## src/hsa_pkg.sv

```systemverilog
// Handle slot allocator: shared package.
// Holds field widths, command/status/state codes, control structs and the xorshift step.
// No dependencies.
`timescale 1ns / 1ps

package hsa_pkg;

  localparam int unsigned SlotW    = 5;
  localparam int unsigned Slots    = 32;
  localparam int unsigned CmdW     = 2;
  localparam int unsigned StatusW  = 2;
  localparam int unsigned HndW     = 32;
  localparam int unsigned FsW      = 2;
  localparam int unsigned DescW    = 15;
  localparam int unsigned MaskW    = 4;
  localparam int unsigned FsFieldW = 4;
  localparam int unsigned DescBktW = 6;
  localparam int unsigned InDataW  = 56;
  localparam int unsigned OutDataW = 48;

  typedef enum logic [CmdW-1:0] {
    CMD_ALLOC   = 2'd0,
    CMD_LOOKUP  = 2'd1,
    CMD_RELEASE = 2'd2
  } hsa_cmd_e;

  typedef enum logic [StatusW-1:0] {
    ST_OK      = 2'd0,
    ST_FULL    = 2'd1,
    ST_INVALID = 2'd2
  } hsa_status_e;

  typedef enum logic [3:0] {
    S_CLEAR,
    S_IDLE,
    S_DECODE,
    S_SEED,
    S_START,
    S_PROBE_RD,
    S_PROBE_CHK,
    S_DEC_CHK,
    S_DONE
  } hsa_state_e;

  // controller -> datapath
  typedef struct packed {
    logic capture;
    logic clr_wr;
    logic seed;
    logic start;
    logic probe_adv;
    logic alloc_wr;
    logic dec_hit;
    logic set_full;
    logic set_invalid;
    logic out_load;
  } hsa_ctrl_t;

  // datapath -> controller
  typedef struct packed {
    logic alloc_ok;
    logic dec_ok;
    logic slot_empty;
    logic probe_last;
    logic clr_last;
    logic out_free;
  } hsa_stat_t;

  function automatic logic [HndW-1:0] xs_next(input logic [HndW-1:0] s);
    logic [HndW-1:0] x;
    x = s ^ (s << 13);
    x = x ^ (x >> 7);
    x = x ^ (x << 5);
    return x;
  endfunction

endpackage

```

## src/hsa_ctrl.sv

```systemverilog
// Handle slot allocator: sequencing state machine.
// Drives hsa_ctrl_t commands into the datapath from hsa_stat_t status; uses hsa_pkg.
`timescale 1ns / 1ps

module hsa_ctrl
  import hsa_pkg::*;
(
  input  logic      clk_i,
  input  logic      rst_ni,
  input  logic      s_valid_i,
  output logic      s_ready_o,
  input  hsa_stat_t stat_i,
  output hsa_ctrl_t ctrl_o
);

  hsa_state_e state_q, state_d;

  always_ff @(posedge clk_i or negedge rst_ni) begin
    if (!rst_ni) begin
      state_q <= S_CLEAR;
    end else begin
      state_q <= state_d;
    end
  end

  always_comb begin
    state_d   = state_q;
    ctrl_o    = '0;
    s_ready_o = 1'b0;
    case (state_q)
      S_CLEAR: begin
        ctrl_o.clr_wr = 1'b1;
        if (stat_i.clr_last) begin
          state_d = S_IDLE;
        end
      end
      S_IDLE: begin
        s_ready_o = 1'b1;
        if (s_valid_i) begin
          ctrl_o.capture = 1'b1;
          state_d        = S_DECODE;
        end
      end
      S_DECODE: begin
        if (stat_i.alloc_ok) begin
          state_d = S_SEED;
        end else if (stat_i.dec_ok) begin
          state_d = S_DEC_CHK;
        end else begin
          ctrl_o.set_invalid = 1'b1;
          state_d            = S_DONE;
        end
      end
      S_SEED: begin
        ctrl_o.seed = 1'b1;
        state_d     = S_START;
      end
      S_START: begin
        ctrl_o.start = 1'b1;
        state_d      = S_PROBE_RD;
      end
      S_PROBE_RD: begin
        state_d = S_PROBE_CHK;
      end
      S_PROBE_CHK: begin
        if (stat_i.slot_empty) begin
          ctrl_o.alloc_wr = 1'b1;
          state_d         = S_DONE;
        end else if (stat_i.probe_last) begin
          ctrl_o.set_full = 1'b1;
          state_d         = S_DONE;
        end else begin
          ctrl_o.probe_adv = 1'b1;
          state_d          = S_PROBE_RD;
        end
      end
      S_DEC_CHK: begin
        if (stat_i.slot_empty) begin
          ctrl_o.set_invalid = 1'b1;
        end else begin
          ctrl_o.dec_hit = 1'b1;
        end
        state_d = S_DONE;
      end
      S_DONE: begin
        if (stat_i.out_free) begin
          ctrl_o.out_load = 1'b1;
          state_d         = S_IDLE;
        end
      end
      default: begin
        state_d = S_IDLE;
      end
    endcase
  end

endmodule

```

## config.mk

```make
export PLATFORM = sky130hd
export DESIGN_NAME = hsa_ctrl
export DESIGN_NICKNAME = d
export VERILOG_FILES = /design/src/hsa_pkg.sv /design/src/hsa_ctrl.sv
export SDC_FILE = /design/constraint.sdc
export NUM_CORES = 1
export LEC_CHECK = 0
export ABC_AREA = 1
export ABC_CLOCK_PERIOD_IN_PS = 1500
export BUFFER_PORTS_ARGS = -buffer_cell sky130_fd_sc_hd__buf_2
export CORE_MARGIN = 3
export CORE_UTILIZATION = 25
export DETAILED_ROUTE_END_ITERATION = 10
export PLACE_DENSITY = 0.59
export REMOVE_ABC_BUFFERS = 1
export SKIP_CTS_REPAIR_TIMING = 1
export SLEW_MARGIN = 20
export SYNTH_ARGS = -nofsm -noshare
export SYNTH_HDL_FRONTEND = slang
export SYNTH_SLANG_ARGS = --single-unit
export TNS_END_PERCENT = 1
```

## constraint.sdc

```tcl
create_clock -name clk_i -period 1.5 [get_ports clk_i]
set_input_delay 0.225 -clock clk_i [delete_from_list [all_inputs] [get_ports clk_i]]
set_output_delay 0.225 -clock clk_i [all_outputs]
set_load 0.1 [all_outputs]
```

* Word level (Yosys, flattened, before mapping)
Cells that the tools add are included.
** Operators by class
- Equality and inequality tests :: 11
- Muxes and demuxes :: 28
- Reductions and logical operators :: 2
** Operator list (number)
- 4-bit case mux with 9 select lines :: 1
- 4-bit 2-to-1 mux :: 7
- 1-bit 2-to-1 mux :: 18
- 4-bit by 3-bit equality test with 1-bit output (second input constant) :: 4
- 4-bit by 2-bit equality test with 1-bit output (second input constant) :: 2
- 2-bit != test (second input constant) :: 3
- 4-bit by 1-bit equality test with 1-bit output (second input constant) :: 1
- 4-bit equality test (second input constant) :: 1
- 4-bit zero test :: 1
- 3-bit AND reduction :: 1
- 2-bit 2-to-1 mux :: 1
- 1-bit case mux with 2 select lines :: 1
** Word-level totals
- Register bits :: 4
- Input bits :: 9
- Word-level logic and storage cells :: 42

* Longest topological paths before layout
- Depth in word-level cells :: 3
- Gate-level depth with buffers :: 7
- Depth with buffers taken out :: 7

* Worst setup path before layout
OpenSTA, ideal clock, no wires.
- Path kind :: register to output
- Start :: register state_q[0]
- End :: output ctrl_o[0] in the netlist's numbering
- Arrival time :: 3.546 ns
- Data required time :: 1.275 ns
- Setup slack :: -2.271 ns
- Cell stages (with the launch flop) :: 4
- Cell sequence :: dfrtp_1 -> nor2_1 -> inv_1 -> nor4_1
** RTL lines
- start: declaration :: line hsa_ctrl.sv:16 : hsa_state_e state_q, state_d;
- start signal: assignment :: line hsa_ctrl.sv:22 : state_q <= state_d;
- end: declaration :: line hsa_ctrl.sv:13 : output hsa_ctrl_t ctrl_o

==> flow_summary.json <==
{
  "grt_pass1_wl_mm": 1.80,
  "yosysSeqAreaShare_pct": 27.0,
  "port_buffers": 19,
  "cts_max_level": 1,
  "clk_latency_ps": 230,
  "synthTopCellsByArea": "dfrtp_1 (27%), inv_1 (11%), nand3_1 (11%), nor2_1 (10%), nand2_1 (7.1%)",
  "wl_mm": 1.18,
  "cts.sinks": 4,
  "cts_tree": "yes",
  "path_class": "flop to primary output",
  "r2r-end": "state_q[1]",
  "synth_cell_types": 16,
  "grt_pass1_vias": 466,
  "max_freq_mhz": 609,
  "place_congestion": 0.835,
  "cp_max_fo": 4,
  "peakVddDrop_uv": 1290,
  "ys.flop_type": "dfrtp_1",
  "tightest_slew_ps": 220,
  "dp_hpwl_um": 924,
  "grt_overflow": 0,
  "fin_cells": 104,
  "hp-class": "input pin to flop",
  "clockBufferDepth": 2,
  "top_register": "state_q",
  "critPathLaunchType": "flop",
  "rows": 13,
  "n_antenna_cell": 0,
  "drc": 0,
  "avgSynthCellArea_sq_um": 6.17,
  "async_flop_share_pct": 100,
  "initialDrtViolationCount": 6,
  "yosys-top-cells-count": "inv_1 (11), nor2_1 (10), nand3_1 (8)",
  "antenna_found_initial": 0,
  "crit_start": "state_q[2]",
  "ff2ff_path_depth": 6,
  "crit_end": "ctrl_o[0]",
  "viasPerCell": 4.56,
  "drv_slew": 0,
  "hold_viol": 0,
  "dpl.cell_count": 99,
  "die_h_um": 44.5,
  "die_x_um": 44.5,
  "wl_per_cell_um": 11.4,
  "cp_data_required_time_ps": 1270,
  "reg2reg_setup_slack_ps": 220,
  "nets": 100,
  "fin_crit_ps": 1640,
  "power_density_nw_per_um2": 2390,
  "critPathArrivalTime_ps": 1420,
  "grt_usage_pct": 12.4,
  "r2r_start": "state_q[3]",
  "drive_above_1_share_pct": 62.9,
  "fin_skew_ps": 1.51,
  "syn-cell-area_sq_um": 370,
  "start_util_pct": 27.4,
  "core_area_sq_um": 1350,
  "cts_buffers": 3,
  "antenna_left": 0,
  "layout_setup_ws_ps": -142,
  "ys_seq_elements": 4,
  "violations": "setup timing",
  "grt_max_degree": 7,
  "syn_to_final_growth_pct": 118,
  "synth_edf_count": 0,
  "maxCapViolCount": 0,
  "synth_area_leader_cell": "dfrtp_1",
  "setup_viol": 9,
  "top_regs": "state_q x4",
  "netlist.area_leader.share_pct": 27.0,
  "p_leak_nw": 0.386,
  "synthCells": 60,
  "root_buffer": "clkbuf_4",
  "rsz0062_at_grt": "yes",
  "status": "complete, but fails checks",
  "clk_pin_slew_ps": 40,
  "slew-limit-headroom_pct": 85.3,
  "yosysWarningCount": 0,
  "die_area_sq_um": 1980,
  "min_period_over_period_pct": 109,
  "dr.pass1.iters": 4,
  "ios": 20,
  "yosysMostFrequentCell": "inv_1",
  "end_kind": "primary output",
  "num_vias": 474,
  "setup_tns_ps": -579,
  "largest_reg_flops": 4
}
==> layer usage <==
layer	track usage [%]	share of wire (%)	up-vias	wire length, um
met3	6.50	5.6	0	66
li1	-	-	246	-
met5	0	0	-	0
met1	12.2	39	213	457
met4	2.41	0	0	0
met2	22.6	56	15	657
==> worst min path at each step <==
stage	slack, ps	endpoint	cells after the start	startpoint
after global routing	260	state_q[0]	4	s_valid_i
after detailed placement	30	state_q[2]	1	rst_ni
after CTS	-220	state_q[0]	1	rst_ni
after floorplan	-70	state_q[0]	0	rst_ni
after global placement	30	state_q[3]	1	rst_ni
final	260	state_q[0]	4	s_valid_i
==> layout make-up <==
type,instances,area [sq um]
clock buffers,3,22.5
fillers,132,544
inverters,15,56.3
multi-input cells,41,288
flip-flops and latches,4,105
well taps,15,18.8
repair buffers,26,315
==> cells in the final DEF (no fill, tap or decap) <==
cell type      netlist  routed
nor2_1              10       4
dfrtp_2              0       4
nand3_2              0       1
o2111ai_1            1       1
o21ai_2              0       1
inv_1               11       8
inv_2                4       7
nor4_4               0       1
buf_2                0       8
nand2_4              0       1
buf_12               0      11
nor2_4               2       7
nor3_2               0       1
buf_4                0       6
nand4_1              3       3
nand2_1              7       7
clkbuf_4             0       3
nor2_2               3       4
and2_1               1       1
dlygate4sd3_1        0       1
nand3_1              8       7
nand2_2              2       1
or2_1                1       1
==> per-stage QoR <==
step	hold slack [ps]	utilization, %	total power, mW	instance area [sq um]	setup WS [ps]
after global routing	265	59.7	2.05	806	-218
after detailed placement	32.0	50.9	1.63	687	6.79
after global placement	31.9	50.9	1.61	687	41.8
after floorplan	-70.6	-	1.07	370	-2270
final	257	59.7	1.93	806	-142
after CTS	-221	52.5	1.77	709	-254
==> cells by family (layout without fill, tap and decap cells) <==
group	after synthesis	after routing	synth area share, %
DFF	4	4	27.0
and+or+nand+nor	39	39	54.1
buffers and inverters	15	44	15.2
AOI/OAI and AO/OA	2	2	3.72
==> critical path: stages, from the launching register on <==
cell and delay, ps:
dfrtp_2 440, buf_4 160, nor4_4 270, buf_4 160, buf_12 160
==> power by group <==
group	internal [mW]	switching (mW)	total [mW]
logic	0.552	0.973	1.53
clock network	0.0895	0.0444	0.134
registers	0.168	0.102	0.270
Power figures use the tool's default switching activity.
